--- src/sv/drrip_pkg.sv ---
// ----------------------------------------------------------------------------
// drrip_pkg
// Shared constants, types and helper functions of the DRRIP replacement block.
// ----------------------------------------------------------------------------
package drrip_pkg;

  // Geometry and selector configuration.
  localparam int SET_COUNT     = 1024;
  localparam int WAY_COUNT     = 8;
  localparam int SELECTOR_BITS = 10;
  localparam int SELECTOR_MID  = 512;

  localparam int SET_BITS = $clog2(SET_COUNT);
  localparam int WAY_BITS = (WAY_COUNT > 1) ? $clog2(WAY_COUNT) : 1;
  localparam int SEL_MAX  = (1 << SELECTOR_BITS) - 1;
  localparam int SEL_RST  = (SELECTOR_MID > SEL_MAX) ? SEL_MAX : SELECTOR_MID;

  // Field widths of the channels.
  localparam int MODE_W    = 3;
  localparam int SET_IDX_W = 10;
  localparam int WAY_W     = 3;
  localparam int RRPV_W    = 2;
  localparam int SEL_W     = 10;
  localparam int POL_W     = 2;

  localparam logic [RRPV_W-1:0] RRPV_TOP = 2'd3;

  // Event codes.
  localparam logic [MODE_W-1:0] MODE_HIT_REQ  = 3'd0;
  localparam logic [MODE_W-1:0] MODE_HIT      = 3'd1;
  localparam logic [MODE_W-1:0] MODE_FILL_REQ = 3'd2;
  localparam logic [MODE_W-1:0] MODE_FILL     = 3'd3;
  localparam logic [MODE_W-1:0] MODE_INVAL    = 3'd4;
  localparam logic [MODE_W-1:0] MODE_VICTIM   = 3'd5;
  localparam logic [MODE_W-1:0] MODE_NOP      = 3'd7;

  // Policy codes.
  localparam logic [POL_W-1:0] POL_SRRIP = 2'd0;
  localparam logic [POL_W-1:0] POL_BRRIP = 2'd1;
  localparam logic [POL_W-1:0] POL_DRRIP = 2'd2;

  // Set classification.
  localparam logic [1:0] KIND_STATIC   = 2'd0;
  localparam logic [1:0] KIND_BIMODAL  = 2'd1;
  localparam logic [1:0] KIND_FOLLOWER = 2'd2;

  // Insertion decision carried with a command.
  localparam logic [1:0] BIM_OFF  = 2'd0;
  localparam logic [1:0] BIM_ON   = 2'd1;
  localparam logic [1:0] BIM_DUEL = 2'd2;

  localparam int KIND_HALF = SET_BITS - SET_BITS / 2 - 1;
  localparam int KIND_MW   = SET_BITS - SET_BITS / 2;
  localparam logic [SET_BITS-1:0] KIND_MASK = SET_BITS'((1 << KIND_MW) - 1);

  localparam int QUEUE_DEPTH = 2;
  localparam int QPTR_W      = $clog2(QUEUE_DEPTH);
  localparam int QCNT_W      = $clog2(QUEUE_DEPTH + 1);

  typedef struct packed {
    logic [MODE_W-1:0]   op;
    logic [SET_BITS-1:0] set;
    logic [WAY_BITS-1:0] way;
    logic                release_req;
    logic                prefetch_req;
    logic [1:0]          bim_sel;
    logic                lead_static;
    logic                lead_bimodal;
  } cmd_t;

  typedef struct packed {
    logic [WAY_COUNT-1:0][RRPV_W-1:0] rrpv;
    logic [WAY_COUNT-1:0]             valid;
    logic [WAY_COUNT-1:0]             reuse;
  } row_t;

  localparam row_t ROW_RESET = '{rrpv: {WAY_COUNT{RRPV_TOP}}, valid: '0, reuse: '0};

  function automatic logic [1:0] set_kind(input logic [SET_BITS-1:0] s);
    logic [SET_BITS-1:0] hi;
    hi = s >> KIND_HALF;
    if (hi == (s & KIND_MASK)) begin
      return KIND_STATIC;
    end else if (hi == (~s & KIND_MASK)) begin
      return KIND_BIMODAL;
    end
    return KIND_FOLLOWER;
  endfunction

  function automatic logic [RRPV_W-1:0] request_rrpv(input logic reuse, input logic is_rel,
                                                     input logic is_pf, input logic bim);
    if (!is_pf && (reuse || !is_rel)) begin
      return 2'd0;
    end else if (is_pf && !reuse) begin
      return 2'd1;
    end
    return bim ? 2'd3 : 2'd2;
  endfunction

endpackage

--- src/sv/drrip_in_if.sv ---
// ----------------------------------------------------------------------------
// drrip_in_if
// Event channel into the replacement block.
// ----------------------------------------------------------------------------
interface drrip_in_if;
  import drrip_pkg::*;

  logic                 valid;
  logic                 ready;
  logic [MODE_W-1:0]    mode;
  logic [SET_IDX_W-1:0] set_index;
  logic [WAY_W-1:0]     way;
  logic                 release_req;
  logic                 prefetch_req;

  modport source (output valid, output mode, output set_index, output way,
                  output release_req, output prefetch_req, input ready);
  modport sink (input valid, input mode, input set_index, input way,
                input release_req, input prefetch_req, output ready);
endinterface

--- src/sv/drrip_front.sv ---
// ----------------------------------------------------------------------------
// drrip_front
// Holds the policy register, accepts events and classifies them into commands.
// ----------------------------------------------------------------------------
module drrip_front (
  input  logic                       clk,
  input  logic                       rst,
  drrip_in_if.sink                   req,
  input  logic                       cfg_we,
  input  logic [drrip_pkg::POL_W-1:0] cfg_wdata,
  input  logic                       q_full,
  input  logic                       clearing,
  output logic                       q_push,
  output drrip_pkg::cmd_t            q_cmd
);
  import drrip_pkg::*;

  logic [POL_W-1:0]    policy;
  logic [SET_BITS-1:0] set;
  logic [1:0]          kind;
  logic                way_ok;

  always_ff @(posedge clk) begin
    if (rst) begin
      policy <= POL_DRRIP;
    end else if (cfg_we) begin
      policy <= cfg_wdata;
    end
  end

  assign req.ready = !q_full && !clearing;
  assign q_push    = req.valid && req.ready;

  // Sets are taken modulo the set count.
  assign set    = req.set_index[SET_BITS-1:0];
  assign kind   = set_kind(set);
  assign way_ok = (32'(req.way) < WAY_COUNT);

  always_comb begin
    q_cmd              = '0;
    q_cmd.set          = set;
    q_cmd.way          = req.way[WAY_BITS-1:0];
    q_cmd.release_req  = req.release_req;
    q_cmd.prefetch_req = req.prefetch_req;

    // A hit, fill or invalidate on a way beyond the set becomes a no-op.
    case (req.mode)
      MODE_HIT_REQ, MODE_HIT, MODE_FILL_REQ, MODE_FILL, MODE_INVAL: begin
        q_cmd.op = way_ok ? req.mode : MODE_NOP;
      end
      MODE_VICTIM: begin
        q_cmd.op = MODE_VICTIM;
      end
      default: begin
        q_cmd.op = MODE_NOP;
      end
    endcase

    case (policy)
      POL_SRRIP: begin
        q_cmd.bim_sel = BIM_OFF;
      end
      POL_BRRIP: begin
        q_cmd.bim_sel = BIM_ON;
      end
      default: begin
        q_cmd.lead_static  = (kind == KIND_STATIC);
        q_cmd.lead_bimodal = (kind == KIND_BIMODAL);
        if (kind == KIND_STATIC) begin
          q_cmd.bim_sel = BIM_OFF;
        end else if (kind == KIND_BIMODAL) begin
          q_cmd.bim_sel = BIM_ON;
        end else begin
          q_cmd.bim_sel = BIM_DUEL;
        end
      end
    endcase
  end

endmodule

--- src/flat_wrapper.sv ---
// flat-port wrapper written by rule: the top's interface ports become plain ports
module drrip_front_flat import drrip_pkg::*;
  (clk, rst, cfg_we, cfg_wdata, q_full, clearing, q_push, q_cmd, req_valid, req_mode, req_set_index, req_way, req_release_req, req_prefetch_req, req_ready);
  drrip_in_if req_i ();
  input  logic clk;
  input  logic rst;
  input  logic cfg_we;
  input  logic [drrip_pkg::POL_W-1:0] cfg_wdata;
  input  logic q_full;
  input  logic clearing;
  output logic q_push;
  output drrip_pkg::cmd_t q_cmd;
  input wire logic [$bits(req_i.valid)-1:0] req_valid;
  input wire logic [$bits(req_i.mode)-1:0] req_mode;
  input wire logic [$bits(req_i.set_index)-1:0] req_set_index;
  input wire logic [$bits(req_i.way)-1:0] req_way;
  input wire logic [$bits(req_i.release_req)-1:0] req_release_req;
  input wire logic [$bits(req_i.prefetch_req)-1:0] req_prefetch_req;
  output wire logic [$bits(req_i.ready)-1:0] req_ready;
  assign req_i.valid = req_valid;
  assign req_i.mode = req_mode;
  assign req_i.set_index = req_set_index;
  assign req_i.way = req_way;
  assign req_i.release_req = req_release_req;
  assign req_i.prefetch_req = req_prefetch_req;
  assign req_ready = req_i.ready;
  drrip_front u_core (.clk(clk), .rst(rst), .req(req_i), .cfg_we(cfg_we), .cfg_wdata(cfg_wdata), .q_full(q_full), .clearing(clearing), .q_push(q_push), .q_cmd(q_cmd));
endmodule
--- config.mk ---
export PLATFORM = sky130hd
export DESIGN_NAME = drrip_front_flat
export DESIGN_NICKNAME = d
export VERILOG_FILES = /design/src/sv/drrip_pkg.sv /design/src/sv/drrip_in_if.sv /design/src/sv/drrip_front.sv /design/src/flat_wrapper.sv
export SDC_FILE = /design/constraint.sdc
export NUM_CORES = 1
export LEC_CHECK = 0
export BUFFER_PORTS_ARGS = -buffer_cell sky130_fd_sc_hd__buf_2
export CAP_MARGIN = 20
export CORE_MARGIN = 2
export CORE_UTILIZATION = 25
export DETAILED_ROUTE_END_ITERATION = 8
export PLACE_DENSITY = 0.74
export REMOVE_ABC_BUFFERS = 1
export SYNTH_ARGS = -nofsm -noshare
export SYNTH_HDL_FRONTEND = slang
export SYNTH_SLANG_ARGS = --single-unit
--- constraint.sdc ---
create_clock -name clk -period 1.2 [get_ports clk]
set_input_delay 0.18 -clock clk [delete_from_list [all_inputs] [get_ports clk]]
set_output_delay 0.18 -clock clk [all_outputs]
set_load 0.02 [all_outputs]
==> out/metrics.cfg <==
[final_layout]
regMostFlops = u_core.policy
fin_nets = 101
drive_gt1_share_pct = 79.5
final_common_cell = buf_2
final_cell_mix = 33 x buf_2, 9 x buf_6, 4 x buf_4, 3 x clkbuf_4
multi_input_area_um2 = 215
area_growth_pct = 81.6
largest_reg_flops = 2
fin_util_pct = 47.4
finalNonFillerCells = 88
reg_top3 = u_core.policy (2)
finalInstanceArea_um2 = 593
seq_area_um2 = 40.0
fill_cells = 129
diodes = 0

[critical_path]
critPathLaunch = req_set_index[8]
crit_fanout = 2
slowest_delay_ns = 0.39
r2r_slack_ns = 0.40
crit_arrival_ns = 1.28
reg2reg_depth = 2
r2r_end = u_core.policy[1]$_SDFFE_PP1P_
slowest_stage = or3_4
cp_common_cell = buf_6
path_cells = buf_6 > or3_4 > a2111oi_4 > and2_4 > buf_6
r2r-start = u_core.policy[1]$_SDFFE_PP1P_
cp.required_ns = 1.02
worst_setup_path_end_kind = output pin
critical_path_class = input port to output pin
critical_path.startpoint_type = input port

[timing]
min_period_over_period_pct = 121
clock.fmax_mhz = 687
hold_ws_ns = 0.135
fin_crit_ns = 1.46
finalWorstSetupSlack_ns = -0.255
rsz0062_at_grt = true
finClkSkew_ns = 0
slew_viol_final = 0
tightest_slew_ns = 0.263
relSlewSlack_pct = 82.4
setup_viol = 4
finalHoldViolCount = 0

[route]
top_layer = met3
drt_wl_total_um = 983
vias_per_cell = 4.41
drtIter0Drc = 0
dr.pass1.iters = 1
ant_nets = 0
wl_met1_um = 257
wl_per_cell_um = 11.2
vias = 388
drc = 0
wl_met2_um = 606
route.met3.wl_um = 120

[worst_hold_path]
hold_path_depth = 2
hp-class = input port to flop
min_to = u_core.policy[0]$_SDFFE_PP0P_
hold_start = rst

[placed_design]
place_area_um2 = 458
hpwl_um = 692
io_buffers = 39
place_inst = 83
gp_congestion = 0.546

[floorplan]
start_util_pct = 26.1
io_pins = 50
die_y_um = 40.1
die_area_um2 = 1610
coreArea_um2 = 1250
die_x_um = 40.1
rows = 13

[synthesis]
syn_inst = 41
synth.distinct_cells = 20
seq_area_frac_synth_pct = 12.3
synth_top_area_share_pct = 34.5
synth_area_leader_cell = buf_4
yosys_register_bits = 2
netlist_top_cells_area = buf_4 34%, dfxtp_1 12%, and2_1 5.7%
yosys_warnings = 0
synth_area_per_cell_um2 = 7.96
synth_area_um2 = 327

[global_route]
grt_max_degree = 6
grt_pass1_wl_mm = 1.32
grt_overflow = 0
grt_pass1_vias = 368
grt_usage_pct = 12.7
antenna_found_initial = 0

[cts]
root_buffer = clkbuf_4
h-tree-depth = 1
clkSinkCount = 2
cts_tree = done
path_clk_slew_ns = 0.03
holdBufCountCts = 0
clock_path_buffers = 2
cts_inserted_buffers = 3
clk_latency_ns = 0.22

[run_status]
outcome = finished with violations
violations = negative setup slack

[power]
total_power_uw = 423
ir_worst_vdd_mv = 0.263
pwr_density_cell_nw_per_um2 = 713
p_leak_nw = 0.314

[run]
drv_cap = 0

## power breakdown
part           total (mW)  internal (mW)  switching [mW]  leakage (nW)
registers          0.0753         0.0715         0.00382        0.0166
logic               0.203          0.102           0.101         0.284
clock network       0.144          0.110          0.0342        0.0138
## worst max-delay path: cells and delay by family
kind | cells | cell delay (ns)
buf+inv | 2 | 0.21
simple gates | 2 | 0.59
compound gates | 1 | 0.31
## cells by family (layout without fill, tap and decap cells)
logic type | after synthesis | count (layout) | synth area share, %
compound gates | 4 | 4 | 11.9
simple gates | 13 | 13 | 24.5
buf+inv | 17 | 49 | 36.8
flops | 2 | 2 | 12.3
xor+xnor | 3 | 3 | 8.05
mux | 2 | 2 | 6.51
## cell usage after synthesis, drive strengths merged
cell type,number
a2111oi,1
a211o,1
a21o,1
and2,3
and3b,1
buf,15
clkbuf,2
dfxtp,2
mux2,1
mux2i,1
nand2b,1
nand3,1
nor2,2
nor2b,1
nor3,1
nor3b,2
o211ai,1
or3,1
xnor2,1
xor2,2
## per-layer routing
metal	global-route usage, %	vias to the layer above
met5	0	-
met4	7.76	0
met3	5.56	0
met2	26.2	30
met1	8.91	170
li1	-	188
## repair_timing
item                                    CTS  global route
buffers inserted                          0             2
pin swaps                                 6             5
resized for setup                        19             1
endpoints found under the setup margin    4             4
## through the flow
stage / setup TNS (ns) / setup slack (ns)
floorplan: -0.315 / -0.187
global placement: -1.26 / -0.358
detailed placement: -1.26 / -0.361
CTS: -0.965 / -0.263
global route: -1.10 / -0.299
finish: -0.834 / -0.255
## how the worst max path moves through the flow
stage	cells past startpoint	slack [ns]	to
CTS	7	-0.26	q_cmd[2]
global placement	5	-0.36	q_cmd[1]
finish	5	-0.26	q_cmd[1]
global route	5	-0.30	q_cmd[1]
floorplan	3	-0.19	q_cmd[1]
detailed placement	5	-0.36	q_cmd[1]
## cell type report
cell class                 count  share of cell area (%)
timing repair buffer          46                    50.0
multi-input combinational     22                    36.3
sequential                     2                    6.75
clock buffer                   3                    3.80
tap                           15                    3.16
Power figures use the tool's default switching activity.
