[src/sv/drrip_pkg.sv]
// ----------------------------------------------------------------------------
// drrip_pkg
// Shared constants, types and helper functions of the DRRIP replacement block.
// ----------------------------------------------------------------------------
package drrip_pkg;

  // Geometry and selector configuration.
  localparam int SET_COUNT     = 1024;
  localparam int WAY_COUNT     = 8;
  localparam int SELECTOR_BITS = 10;
  localparam int SELECTOR_MID  = 512;

  localparam int SET_BITS = $clog2(SET_COUNT);
  localparam int WAY_BITS = (WAY_COUNT > 1) ? $clog2(WAY_COUNT) : 1;
  localparam int SEL_MAX  = (1 << SELECTOR_BITS) - 1;
  localparam int SEL_RST  = (SELECTOR_MID > SEL_MAX) ? SEL_MAX : SELECTOR_MID;

  // Field widths of the channels.
  localparam int MODE_W    = 3;
  localparam int SET_IDX_W = 10;
  localparam int WAY_W     = 3;
  localparam int RRPV_W    = 2;
  localparam int SEL_W     = 10;
  localparam int POL_W     = 2;

  localparam logic [RRPV_W-1:0] RRPV_TOP = 2'd3;

  // Event codes.
  localparam logic [MODE_W-1:0] MODE_HIT_REQ  = 3'd0;
  localparam logic [MODE_W-1:0] MODE_HIT      = 3'd1;
  localparam logic [MODE_W-1:0] MODE_FILL_REQ = 3'd2;
  localparam logic [MODE_W-1:0] MODE_FILL     = 3'd3;
  localparam logic [MODE_W-1:0] MODE_INVAL    = 3'd4;
  localparam logic [MODE_W-1:0] MODE_VICTIM   = 3'd5;
  localparam logic [MODE_W-1:0] MODE_NOP      = 3'd7;

  // Policy codes.
  localparam logic [POL_W-1:0] POL_SRRIP = 2'd0;
  localparam logic [POL_W-1:0] POL_BRRIP = 2'd1;
  localparam logic [POL_W-1:0] POL_DRRIP = 2'd2;

  // Set classification.
  localparam logic [1:0] KIND_STATIC   = 2'd0;
  localparam logic [1:0] KIND_BIMODAL  = 2'd1;
  localparam logic [1:0] KIND_FOLLOWER = 2'd2;

  // Insertion decision carried with a command.
  localparam logic [1:0] BIM_OFF  = 2'd0;
  localparam logic [1:0] BIM_ON   = 2'd1;
  localparam logic [1:0] BIM_DUEL = 2'd2;

  localparam int KIND_HALF = SET_BITS - SET_BITS / 2 - 1;
  localparam int KIND_MW   = SET_BITS - SET_BITS / 2;
  localparam logic [SET_BITS-1:0] KIND_MASK = SET_BITS'((1 << KIND_MW) - 1);

  localparam int QUEUE_DEPTH = 2;
  localparam int QPTR_W      = $clog2(QUEUE_DEPTH);
  localparam int QCNT_W      = $clog2(QUEUE_DEPTH + 1);

  typedef struct packed {
    logic [MODE_W-1:0]   op;
    logic [SET_BITS-1:0] set;
    logic [WAY_BITS-1:0] way;
    logic                release_req;
    logic                prefetch_req;
    logic [1:0]          bim_sel;
    logic                lead_static;
    logic                lead_bimodal;
  } cmd_t;

  typedef struct packed {
    logic [WAY_COUNT-1:0][RRPV_W-1:0] rrpv;
    logic [WAY_COUNT-1:0]             valid;
    logic [WAY_COUNT-1:0]             reuse;
  } row_t;

  localparam row_t ROW_RESET = '{rrpv: {WAY_COUNT{RRPV_TOP}}, valid: '0, reuse: '0};

  function automatic logic [1:0] set_kind(input logic [SET_BITS-1:0] s);
    logic [SET_BITS-1:0] hi;
    hi = s >> KIND_HALF;
    if (hi == (s & KIND_MASK)) begin
      return KIND_STATIC;
    end else if (hi == (~s & KIND_MASK)) begin
      return KIND_BIMODAL;
    end
    return KIND_FOLLOWER;
  endfunction

  function automatic logic [RRPV_W-1:0] request_rrpv(input logic reuse, input logic is_rel,
                                                     input logic is_pf, input logic bim);
    if (!is_pf && (reuse || !is_rel)) begin
      return 2'd0;
    end else if (is_pf && !reuse) begin
      return 2'd1;
    end
    return bim ? 2'd3 : 2'd2;
  endfunction

endpackage

[src/sv/drrip_cmd_queue.sv]
// ----------------------------------------------------------------------------
// drrip_cmd_queue
// Short command queue between the classifying front and the executing back.
// ----------------------------------------------------------------------------
module drrip_cmd_queue (
  input  logic            clk,
  input  logic            rst,
  input  logic            push,
  input  drrip_pkg::cmd_t cmd_in,
  output logic            full,
  input  logic            pop,
  output drrip_pkg::cmd_t cmd_out,
  output logic            empty
);
  import drrip_pkg::*;

  cmd_t              entries [QUEUE_DEPTH];
  logic [QPTR_W-1:0] wr_ptr;
  logic [QPTR_W-1:0] rd_ptr;
  logic [QCNT_W-1:0] count;

  assign full    = (count == QCNT_W'(QUEUE_DEPTH));
  assign empty   = (count == '0);
  assign cmd_out = entries[rd_ptr];

  always_ff @(posedge clk) begin
    if (push) begin
      entries[wr_ptr] <= cmd_in;
    end
  end

  always_ff @(posedge clk) begin
    if (rst) begin
      wr_ptr <= '0;
      rd_ptr <= '0;
      count  <= '0;
    end else begin
      if (push) begin
        wr_ptr <= (wr_ptr == QPTR_W'(QUEUE_DEPTH - 1)) ? '0 : wr_ptr + 1'b1;
      end
      if (pop) begin
        rd_ptr <= (rd_ptr == QPTR_W'(QUEUE_DEPTH - 1)) ? '0 : rd_ptr + 1'b1;
      end
      if (push && !pop) begin
        count <= count + 1'b1;
      end else if (pop && !push) begin
        count <= count - 1'b1;
      end
    end
  end

endmodule

[config.mk]
export PLATFORM = sky130hd
export DESIGN_NAME = drrip_cmd_queue
export DESIGN_NICKNAME = d
export VERILOG_FILES = /design/src/sv/drrip_pkg.sv /design/src/sv/drrip_cmd_queue.sv
export SDC_FILE = /design/constraint.sdc
export NUM_CORES = 1
export LEC_CHECK = 0
export BUFFER_PORTS_ARGS = -buffer_cell sky130_fd_sc_hd__clkbuf_2
export CORE_MARGIN = 2
export CORE_UTILIZATION = 50
export CTS_BUF_LIST = sky130_fd_sc_hd__clkbuf_8
export DETAILED_ROUTE_END_ITERATION = 7
export PLACE_DENSITY = 0.78
export SLEW_MARGIN = 20
export SYNTH_ARGS = -nofsm -noshare
export SYNTH_HDL_FRONTEND = slang
export SYNTH_SLANG_ARGS = --single-unit
[constraint.sdc]
create_clock -name clk -period 3.6 [get_ports clk]
set_input_delay 1.08 -clock clk [delete_from_list [all_inputs] [get_ports clk]]
set_output_delay 1.08 -clock clk [all_outputs]
set_load 0.1 [all_outputs]
==> impl_results.md, run 1 <==
- Mapped Nets: 117
- Final Slew Violations: 0
- Detailed-route via count: 949
- Htree depth: 2
- Req. time, crit path: 2.52 ns
- Clock skew: 0.007318 ns
- CTS buffer count: 5
- Remaining antenna violation count: 0
- Worst slack, placed: 0.8841 ns
- Setup WS post-layout: 0.5989 ns
- CTS tree: done
- Die area: 4068 sq um
- Clk_lat worst skew: 0.29 ns
- Final hold viol count: 0
- Row count: 21
- VDD IR max: 0.3382 mV
- Pwr Total: 1321 uW
- Mapped Cells: 90
- Antenna violations before repair: 0
- Detailed Routing Iterations Pass 1: 4
- Vias per cell: 4.892
- HP Start: count[1]
- Drt drc: 0
- Final WL: 2.772 mm
- Clock sink count: 49
- Mean post-synth cell area: 19.85 sq um
- Met1 Use GR: 15.48%
- Slew @ Worst Pin: 0.5459 ns
- WL/cell: 14.29 microns
- Clk Tree Root Cell: clkbuf_8
- Final Util: 64.49%
- Critical path class: flip-flop to primary output
- Met3 usage: 3.697%
- Post-DP HPWL: 2.028 mm
- Status: complete, no violations
- Die Width: 63.78 microns
- Cell leakage power: 0.0008599 uW
- All-Layer GR Usage: 14.48%
- Synth Cell Area: 1787 sq um
- Area grow syn2layout: 22.34%
- CTS Hold Bufs: 0
- CP Capture Type: primary output
- Wire length of the first global-routing pass: 4.340 mm
- Period utilization: 83.37%
- Sequential Area: 1421 sq um
- Post-synthesis sequential area ratio: 79.55%
- Number of global-route vias before repair: 1006
- Synth cell types: 15
- # IOs: 50
- Hold Path Class: flip-flop to flip-flop
- Fill count: 245
- Setup crit start kind: flip-flop
- Grt peak-use layer: met2
- Peak Freq: 333.2 MHz
- Max-cap violations: 0
- Critical path arrival: 1.92 ns
- Seq cells post-synth: 49
- Unrepaired setup endpoints after global routing: no
- IO buf count: 49
- Crit Path Max Fanout: 12
- Setup TNS: 0 ns
- Number of synthesis warnings: 0
- Final #Nets: 174
- Final setup violation count: 0
- Antenna Cells: 0
- Slew HR: 63.76%
- Die Y: 63.78 microns
- Met2 Track Usage GR: 26.95%
- Total grt overflow: 0
- Ratio of cells with drive above 1 in the final layout: 55.41%
- Final GP Congestion: 0.6829
- Initial DRC count: 18
- Clock buffer depth: 2
- Starting Density: 52.71%
- Area of the multi-input gates: 354.1 sq um
- Min Tclk post-route: 3.001 ns
- PostCTS Resize Cnt: 0
- Power Dens Cells: 604.1 nW/um^2
- Largest net degree at the start of global routing: 17
- Worst-path clk slew: 0.08 ns
- Core Box Area: 3390 sq um
- Post-CTS Repair Setup Buffers: 0
- Reg2reg start: wr_ptr
-- synthesized netlist by cell type --
cell type,number,area [sq um]
a21oi_1,1,5.000
and2_1,1,6.260
and2b_2,1,8.760
buf_2,2,10.01
dfxtp_1,5,100.1
edfxtp_1,44,1321
ha_1,1,12.51
inv_1,1,3.750
mux2_2,22,247.7
nor2_1,5,18.77
nor2b_1,1,6.260
o21ai_0,1,5.000
or3_1,1,6.260
xnor2_1,2,17.52
xor2_1,2,17.52
-- critical path, stage by stage (launching register included) --
cell	delay, ns
dfxtp_1	0.60
buf_4	0.30
mux2_2	0.36
clkbuf_2	0.37
-- area by class of cell --
| class | instances | area share [%] |
|---|---|---|
| clock buffer | 5 | 3.148 |
| clock inverter | 3 | 0.5724 |
| inverter | 1 | 0.1717 |
| multi-input combinational | 38 | 16.20 |
| sequential | 49 | 65.03 |
| tap | 46 | 2.633 |
| timing repair buffer | 52 | 12.25 |
-- metal layers --
metal	up-vias	routed length, microns
met5	-	0
met2	23	1557
met1	469	1069
li1	452	-
met4	0	40
met3	5	105
-- where the power goes --
| group | leakage, uW | switching [uW] | total [uW] | internal, uW |
|---|---|---|---|---|
| logic | 0.000355 | 286 | 355 | 69.2 |
| registers | 0.000455 | 15.8 | 676 | 660 |
| clock network | 0.0000505 | 159 | 290 | 131 |
| total | 0.000860 | 461 | 1320 | 860 |
-- path summary, 6_finish.rpt --
path / endpoint / slack [ns] / cells after the start
max: cmd_out[21] / 0.60 / 3
min: count[1] / 0.53 / 2
max reg2reg: entries[0][20] / 2.20 / 2
min reg2reg: count[1] / 0.53 / 2
-- state kept, by name, summed over array words and instances, names as in the netlist, named ones only --
signal / flops
count: 2
entries: 44
rd_ptr: 1
wr_ptr: 1
-- cell usage in the layout (no fill, tap or decap) --
cell,instances
ha_1,1
dfxtp_1,5
clkinv_2,1
inv_1,3
buf_4,3
and2_1,1
mux2_2,22
clkbuf_8,5
and2b_2,1
a21oi_1,1
o21ai_0,1
clkbuf_2,49
nor2_1,5
or3_1,1
edfxtp_1,44
xor2_1,2
nor2b_2,1
xnor2_1,2
-- logic make-up after synthesis --
kind of cell / Yosys count / share of synthesized area, %
multiplexers: 22 / 13.87
adder cells (fa/ha/maj): 1 / 0.7002
AO/OA/AOI/OAI: 2 / 0.5597
AND/OR/NAND/NOR: 9 / 2.592
buffers and inverters: 3 / 0.7701
flip-flops: 49 / 79.55
XOR/XNOR: 4 / 1.961
-- through the flow --
stage	cell area, sq um	cells	hold WS [ns]
finish	2186	194	0.5272
floorplan	1787	90	0.4614
global placement	2105	186	0.4770
detailed placement	2105	186	0.5107
CTS	2186	194	0.5315
global route	2186	194	0.5650
Note: power is estimated with default switching activity, not from simulation.
==> inputs of run 2 (changes only) <==
- CORE_UTILIZATION: 50 -> 48
- clock period: 3.6 -> 2.55 ns (I/O delays scaled with it)
==> run 2 against run 1 <==
  * Routed wire length rose by 4.5%
  * Clock power increased by 43%
  * Non-clock buffer count increased by 2
  * Largest power group unchanged
  * Cell count increased by 2.1%
  * Sequential cell count unchanged
  * Critical endpoint is now cmd_out[6]
  * Clock-buffer cell count did not move
  * Power up 53%
  * Largest cell class unchanged
==> impl_results.md, run 2 (synthesis results as in run 1) <==
- Final cell count without fillers: 198 (was 194)
- Clock skew: 0.009863 ns (was 0.007318 ns)
- Post-CTS Repair Setup Buffers: 0 (unchanged)
- Slew @ Worst Pin: 0.5426 ns (was 0.5459 ns)
- Commonest non-fill, non-tap cells in the layout: edfxtp_1 (44), clkbuf_2 (27), buf_12 (23) (was clkbuf_2 (49), edfxtp_1 (44), mux2_2 (22))
- Setup WS post-layout: 0.3807 ns (was 0.5989 ns)
- Die Width: 65.01 microns (was 63.78 microns)
- Vias per cell: 4.904 (was 4.892)
- Final GP Congestion: 0.6951 (was 0.6829)
- CTS Hold Bufs: 0 (unchanged)
- Total grt overflow: 0 (unchanged)
- Area grow syn2layout: 42.58% (was 22.34%)
- All-Layer GR Usage: 15.32% (was 14.48%)
- Htree depth: 2 (unchanged)
- Clk_lat worst skew: 0.30 ns (was 0.29 ns)
- Initial DRC count: 9 (was 18)
- Regs by FF count: entries x44, count x2 (unchanged)
- CTS tree: done (unchanged)
- Power Dens Cells: 794.4 nW/um^2 (was 604.1 nW/um^2)
- WL/cell: 14.63 microns (was 14.29 microns)
- Max-cap violations: 0 (unchanged)
- Status: complete, no violations (unchanged)
- Number of global-route vias before repair: 988 (was 1006)
- Final #Nets: 176 (was 174)
- CP Capture Type: primary output (unchanged)
- Worst-path clk slew: 0.08 ns (about the same)
- Reg2reg path depth: 2 (unchanged)
- Final Slew Violations: 0 (unchanged)
- Wire length of the first global-routing pass: 4.629 mm (was 4.340 mm)
- Max FFs per register: 44 (unchanged)
- Hold Path Class: flip-flop to flip-flop (unchanged)
- Worst slack, placed: 0.6947 ns (was 0.8841 ns)
- Post-DP HPWL: 2.188 mm (was 2.028 mm)
- Worst reg2reg path endpoint: entries[0][3] (was entries[0][20])
- Pwr Total: 2024 uW (was 1321 uW)
- Setup crit start kind: flip-flop (unchanged)
- Period utilization: 85.07%
- IO buf count: 49 (unchanged)
- # IOs: 50 (unchanged)
- PostCTS Resize Cnt: 0 (unchanged)
- HP Start: rd_ptr (was count[1])
- Detailed Routing Iterations Pass 1: 4 (unchanged)
- Reg2reg start: wr_ptr (unchanged)
- Drt drc: 0 (unchanged)
- Final setup violation count: 0 (unchanged)
- Critical path class: flip-flop to primary output (unchanged)
- Core Box Area: 3606 sq um (was 3390 sq um)
- Remaining antenna violation count: 0 (unchanged)
- Slew HR: 63.98% (was 63.76%)
- Placed Cells: 190 (was 186)
- Row count: 22 (was 21)
- Unrepaired setup endpoints after global routing: no (unchanged)
- Final hold viol count: 0 (unchanged)
- Detailed-route via count: 971 (was 949)
- Die area: 4226 sq um (was 4068 sq um)
- Clock sink count: 49 (unchanged)
- Starting Density: 49.55% (was 52.71%)
- Clk Tree Root Cell: clkbuf_8 (unchanged)
- Ratio of cells with drive above 1 in the final layout: 56.67% (was 55.41%)
- Req. time, crit path: 1.79 ns (was 2.52 ns)
- Clock buffer depth: 2 (unchanged)
- Min Tclk post-route: 2.169 ns
- Largest net degree at the start of global routing: 18 (was 17)
- Peak Freq: 461.0 MHz
- Critical path arrival: 1.40 ns (was 1.92 ns)
- Fill count: 235 (was 245)
- Final Util: 70.65% (was 64.49%)
- Setup TNS: 0 ns (unchanged)
- Crit Path Max Fanout: 12 (unchanged)
- CTS buffer count: 5 (unchanged)
- VDD IR max: 0.5484 mV (was 0.3382 mV)
- Biggest register: entries (unchanged)
- Final WL: 2.897 mm (was 2.772 mm)
- Most common cell after layout, fill and taps aside: edfxtp_1 (was clkbuf_2)
- Worst hold path depth: 2 (unchanged)
- Reg-to-reg slack, setup: 1.36 ns (was 2.20 ns)
- Cell leakage power: 0.0009884 uW (was 0.0008599 uW)
- Antenna Cells: 0 (unchanged)
- Die Y: 65.01 microns (was 63.78 microns)
- Antenna violations before repair: 0 (unchanged)
## run 2: stage by stage
stage,instance area [sq um],hold slack [ns]
2_1_floorplan,1787,0.4614
3_3_place_gp,2465,0.4763
3_5_place_dp,2465,0.5311
4_1_cts,2547,0.5529
5_1_grt,2547,0.5925
6_report,2547,0.5366
## run 2: metal layers
layer	part of all wire (%)	global-route usage [%]	vias up	wire (microns)
met5	0	0	-	0
met2	58	26.80	29	1684
met4	1.5	7.031	0	44
li1	-	-	459	-
met1	35	17.58	480	1010
met3	5.5	3.993	3	158
## run 2: worst max path at each step
stage / start / endpoint / slack, ns / cells after the start
floorplan: count[0] / empty / 0.20 / 1
global placement: flip-flop / cmd_out[16] / 0.71 / 3
detailed placement: flip-flop / cmd_out[10] / 0.69 / 3
CTS: flip-flop / cmd_out[10] / 0.36 / 3
global route: flip-flop / cmd_out[6] / 0.31 / 3
finish: flip-flop / cmd_out[6] / 0.38 / 3
## run 2: layout make-up
class	instances	area, sq um	area share, %
well taps	48	60.06	2.358
clock buffers	5	68.82	2.701
inverters	1	3.754	0.1473
multi-input cells	38	354.1	13.90
clock inverters	3	13.76	0.5403
flip-flops and latches	49	1421	55.80
repair buffers	54	625.6	24.56
## run 2: power by group
part | internal (uW) | total [uW] | switching, uW
Clock | 186 | 415 | 229
Combinational | 227 | 660 | 433
Sequential | 932 | 949 | 17.4
Total | 1340 | 2020 | 679
## run 2: worst max-delay path: stages, from the launching register on
cell and delay (ns):
dfxtp_1 0.33, buf_4 0.21, mux2_2 0.39, buf_12 0.17
==> inputs of run 3 (changes only) <==
==> constraint.sdc (replaced) <==
create_clock -name clk -period 2.55 [get_ports clk]
set_input_delay 0 -clock clk [delete_from_list [all_inputs] [get_ports clk]]
set_output_delay 0 -clock clk [all_outputs]
set_load 0.1 [all_outputs]
==> run 3 against run 2 <==
  * Cell count up 12%
  * First-iteration DRC count rose by 89%
  * Largest power group unchanged
  * Combinational power is 19% lower
  * Critical path type unchanged
  * Sequential share of layout area grew 1.2 points
  * Highest routed layer unchanged
  * Hold slack got worse by 0.52 ns
  * Routed wire length up 2.3%
  * Largest cell class unchanged
  * Via count is 4.9% higher
  * Die area is the same
  * Register-to-register slack worse by 0.37 ns
  * Global-route usage is 0.59 points lower
  * Critical path depth stayed put
  * Final area fell by 2.1%
==> impl_results.md, run 3 (synthesis results as in run 1) <==
- CP Depth: 3 (unchanged)
- Final cell count without fillers: 221 (was 198)
- Clock sink count: 49 (unchanged)
- Final GP Congestion: 0.7153 (was 0.6951)
- Peak Freq: 516.4 MHz (was 461.0 MHz)
- Sequential share of power: 45.0% (was 46.9%)
- Critical path class: flip-flop to primary output (unchanged)
- Slew HR: 52.35% (was 63.98%)
- Regs by FF count: entries x44, count x2 (unchanged)
- Worst slack, placed: 0.9122 ns (was 0.6947 ns)
- Cell leakage power: 0.0009840 uW (was 0.0009884 uW)
- CTS buffer count: 5 (unchanged)
- Core Box Area: 3606 sq um (unchanged)
- Reg2reg start: wr_ptr (unchanged)
- Switching Share: 31.60% (was 33.56%)
- Total grt overflow: 0 (unchanged)
- Number of global-route vias before repair: 1075 (was 988)
- Starting Density: 49.55% (unchanged)
- Remaining antenna violation count: 0 (unchanged)
- Vias per cell: 4.611 (was 4.904)
- Htree depth: 2 (unchanged)
- Detailed Routing Iterations Pass 1: 3 (was 4)
- Initial DRC count: 17 (was 9)
- Clk_lat worst skew: 0.29 ns (was 0.30 ns)
- Biggest register: entries (unchanged)
- Clock buffer depth: 2 (unchanged)
- Crit Path Max Fanout: 12 (unchanged)
- Post-CTS Repair Setup Buffers: 0 (unchanged)
- Unrepaired setup endpoints after global routing: no (unchanged)
- Max incr delay on CP: 0.61 ns (was 0.39 ns)
- VDD IR max: 0.5463 mV (was 0.5484 mV)
- Setup WS post-layout: 0.6134 ns (was 0.3807 ns)
- All-Layer GR Usage: 14.73% (was 15.32%)
- Setup crit start kind: flip-flop (unchanged)
- Clk Tree Root Cell: clkbuf_8 (unchanged)
- CP max-delay cell: dfxtp_1 (was mux2_2)
- CP Capture Type: primary output (unchanged)
- Die area: 4226 sq um (unchanged)
- Worst reg2reg path endpoint: entries[1][14] (was entries[0][3])
- Die Width: 65.01 microns (unchanged)
- Period utilization: 75.95% (was 85.07%)
- Drt drc: 0 (unchanged)
- IO buf count: 49 (unchanged)
- Most common cell after layout, fill and taps aside: clkbuf_2 (was edfxtp_1)
- Area of the multi-input gates: 354.1 sq um (unchanged)
- Status: complete, no violations (unchanged)
- Reg-to-reg slack, setup: 0.99 ns (was 1.36 ns)
- Commonest non-fill, non-tap cells in the layout: clkbuf_2 (49), edfxtp_1 (44), dlygate4sd3_1 (25) (was edfxtp_1 (44), clkbuf_2 (27), buf_12 (23))
- Clock share of power: 29.8% (was 20.5%)
- Largest net degree at the start of global routing: 23 (was 18)
- Delay-heaviest family, CP: buffers and inverters (was multiplexers)
- Final Slew Violations: 0 (unchanged)
- Req. time, crit path: 2.55 ns (was 1.79 ns)
- Placed Cells: 188 (was 190)
- Reg2reg path depth: 2 (unchanged)
- Wire length of the first global-routing pass: 4.581 mm (was 4.629 mm)
- Area grow syn2layout: 39.64% (was 42.58%)
- Max-cap violations: 0 (unchanged)
- Min Tclk post-route: 1.937 ns (was 2.169 ns)
- Hold Path Class: primary input to flip-flop (was flip-flop to flip-flop)
- Final #Nets: 199 (was 176)
- Die Y: 65.01 microns (unchanged)
- Max FFs per register: 44 (unchanged)
- Comb pwr share: 25.2% (was 32.6%)
- Hold slack: 0.01927 ns (was 0.5366 ns)
- Slew @ Worst Pin: 0.7148 ns (was 0.5426 ns)
- Clock skew: 0.006039 ns (was 0.009863 ns)
- Final WL: 2.963 mm (was 2.897 mm)
- Sequential Area: 1421 sq um (unchanged)
- Antenna Cells: 0 (unchanged)
- Row count: 22 (unchanged)
- Final setup violation count: 0 (unchanged)
- CTS tree: done (unchanged)
- Detailed-route via count: 1019 (was 971)
- Ratio of cells with drive above 1 in the final layout: 48.55% (was 56.67%)
- Crit-path cells: buf_4, mux2_2, clkbuf_2 (was buf_4, mux2_2, buf_12)
- Net Sw Power: 669.8 uW (was 679.2 uW)
- Final hold viol count: 0 (unchanged)
- WL/cell: 13.41 microns (was 14.63 microns)
- Critical path arrival: 1.94 ns (was 1.40 ns)
- Buf+Inv Stages, Crit Path: 2 (unchanged)
- Fill count: 247 (was 235)
- Power Dens Cells: 849.5 nW/um^2 (was 794.4 nW/um^2)
- Internal power: 1450 uW (was 1344 uW)
- Crit path to: cmd_out[17] (was cmd_out[6])
- Worst-path clk slew: 0.08 ns (about the same)
- Post-DP HPWL: 1.963 mm (was 2.188 mm)
- # IOs: 50 (unchanged)
- Setup TNS: 0 ns (unchanged)
- Antenna violations before repair: 0 (unchanged)
-- run 3: cell count changes in the layout (fill, tap and decap cells not counted), sizes merged --
cell / delta
clkinv: -2
bufinv: +2
clkbuf: +22
dlygate4sd3: +25
buf: -24
-- run 3: metrics by stage --
step	utilization, %	total power (uW)	cell area (sq um)
5_1_grt	69.19	2186	2495
3_3_place_gp	58.43	1466	2107
4_1_cts	69.19	2138	2495
6_report	69.19	2119	2495
3_5_place_dp	58.43	1478	2107
2_1_floorplan	-	1388	1787
-- run 3: worst min-delay path by stage --
stage / endpoint / cells after the start / start / slack, ns
after CTS: wr_ptr / 3 / push / 0.01
after floorplan: count[1] / 1 / rst / 0.07
after detailed placement: entries[1][16] / 1 / cmd_in[16] / 0.19
final: wr_ptr / 3 / push / 0.02
after global placement: entries[1][21] / 1 / cmd_in[21] / 0.19
after global routing: wr_ptr / 3 / push / 0.03
-- run 3: worst register-to-register path, cell delays in order (launching register included) --
cell	delay (ns)
dfxtp_1	0.38
and2_1	0.61
buf_4	0.29
-- run 3: metal layers --
| metal | GRT usage (%) | vias up | share of wire, % |
|---|---|---|---|
| met5 | 0 | - | 0 |
| met4 | 5.469 | 0 | 1.6 |
| met3 | 3.819 | 7 | 4.7 |
| met2 | 28.74 | 32 | 54 |
| met1 | 14.78 | 476 | 39 |
| li1 | - | 504 | - |
-- run 3: repair_timing --
action                    in CTS  in global routing
hold buffers                  25                  0
gates resized for setup        0                  0
hold endpoints to repair      49                  0
-- run 3: cell type report --
| cell class | count | share of cell area [%] |
|---|---|---|
| multi-input combinational | 38 | 14.19 |
| tap | 48 | 2.407 |
| clock buffer | 5 | 2.758 |
| sequential | 49 | 56.97 |
| timing repair buffer | 77 | 20.76 |
| clock inverter | 3 | 2.758 |
| inverter | 1 | 0.1505 |
-- run 3: power groups by stage --
stage | clock network [uW] | registers [uW] | logic, uW
after floorplan | 0 | 963 | 425
after global placement | 0 | 969 | 498
after detailed placement | 0 | 974 | 504
after CTS | 646 | 955 | 536
after global routing | 672 | 960 | 553
final | 631 | 954 | 534
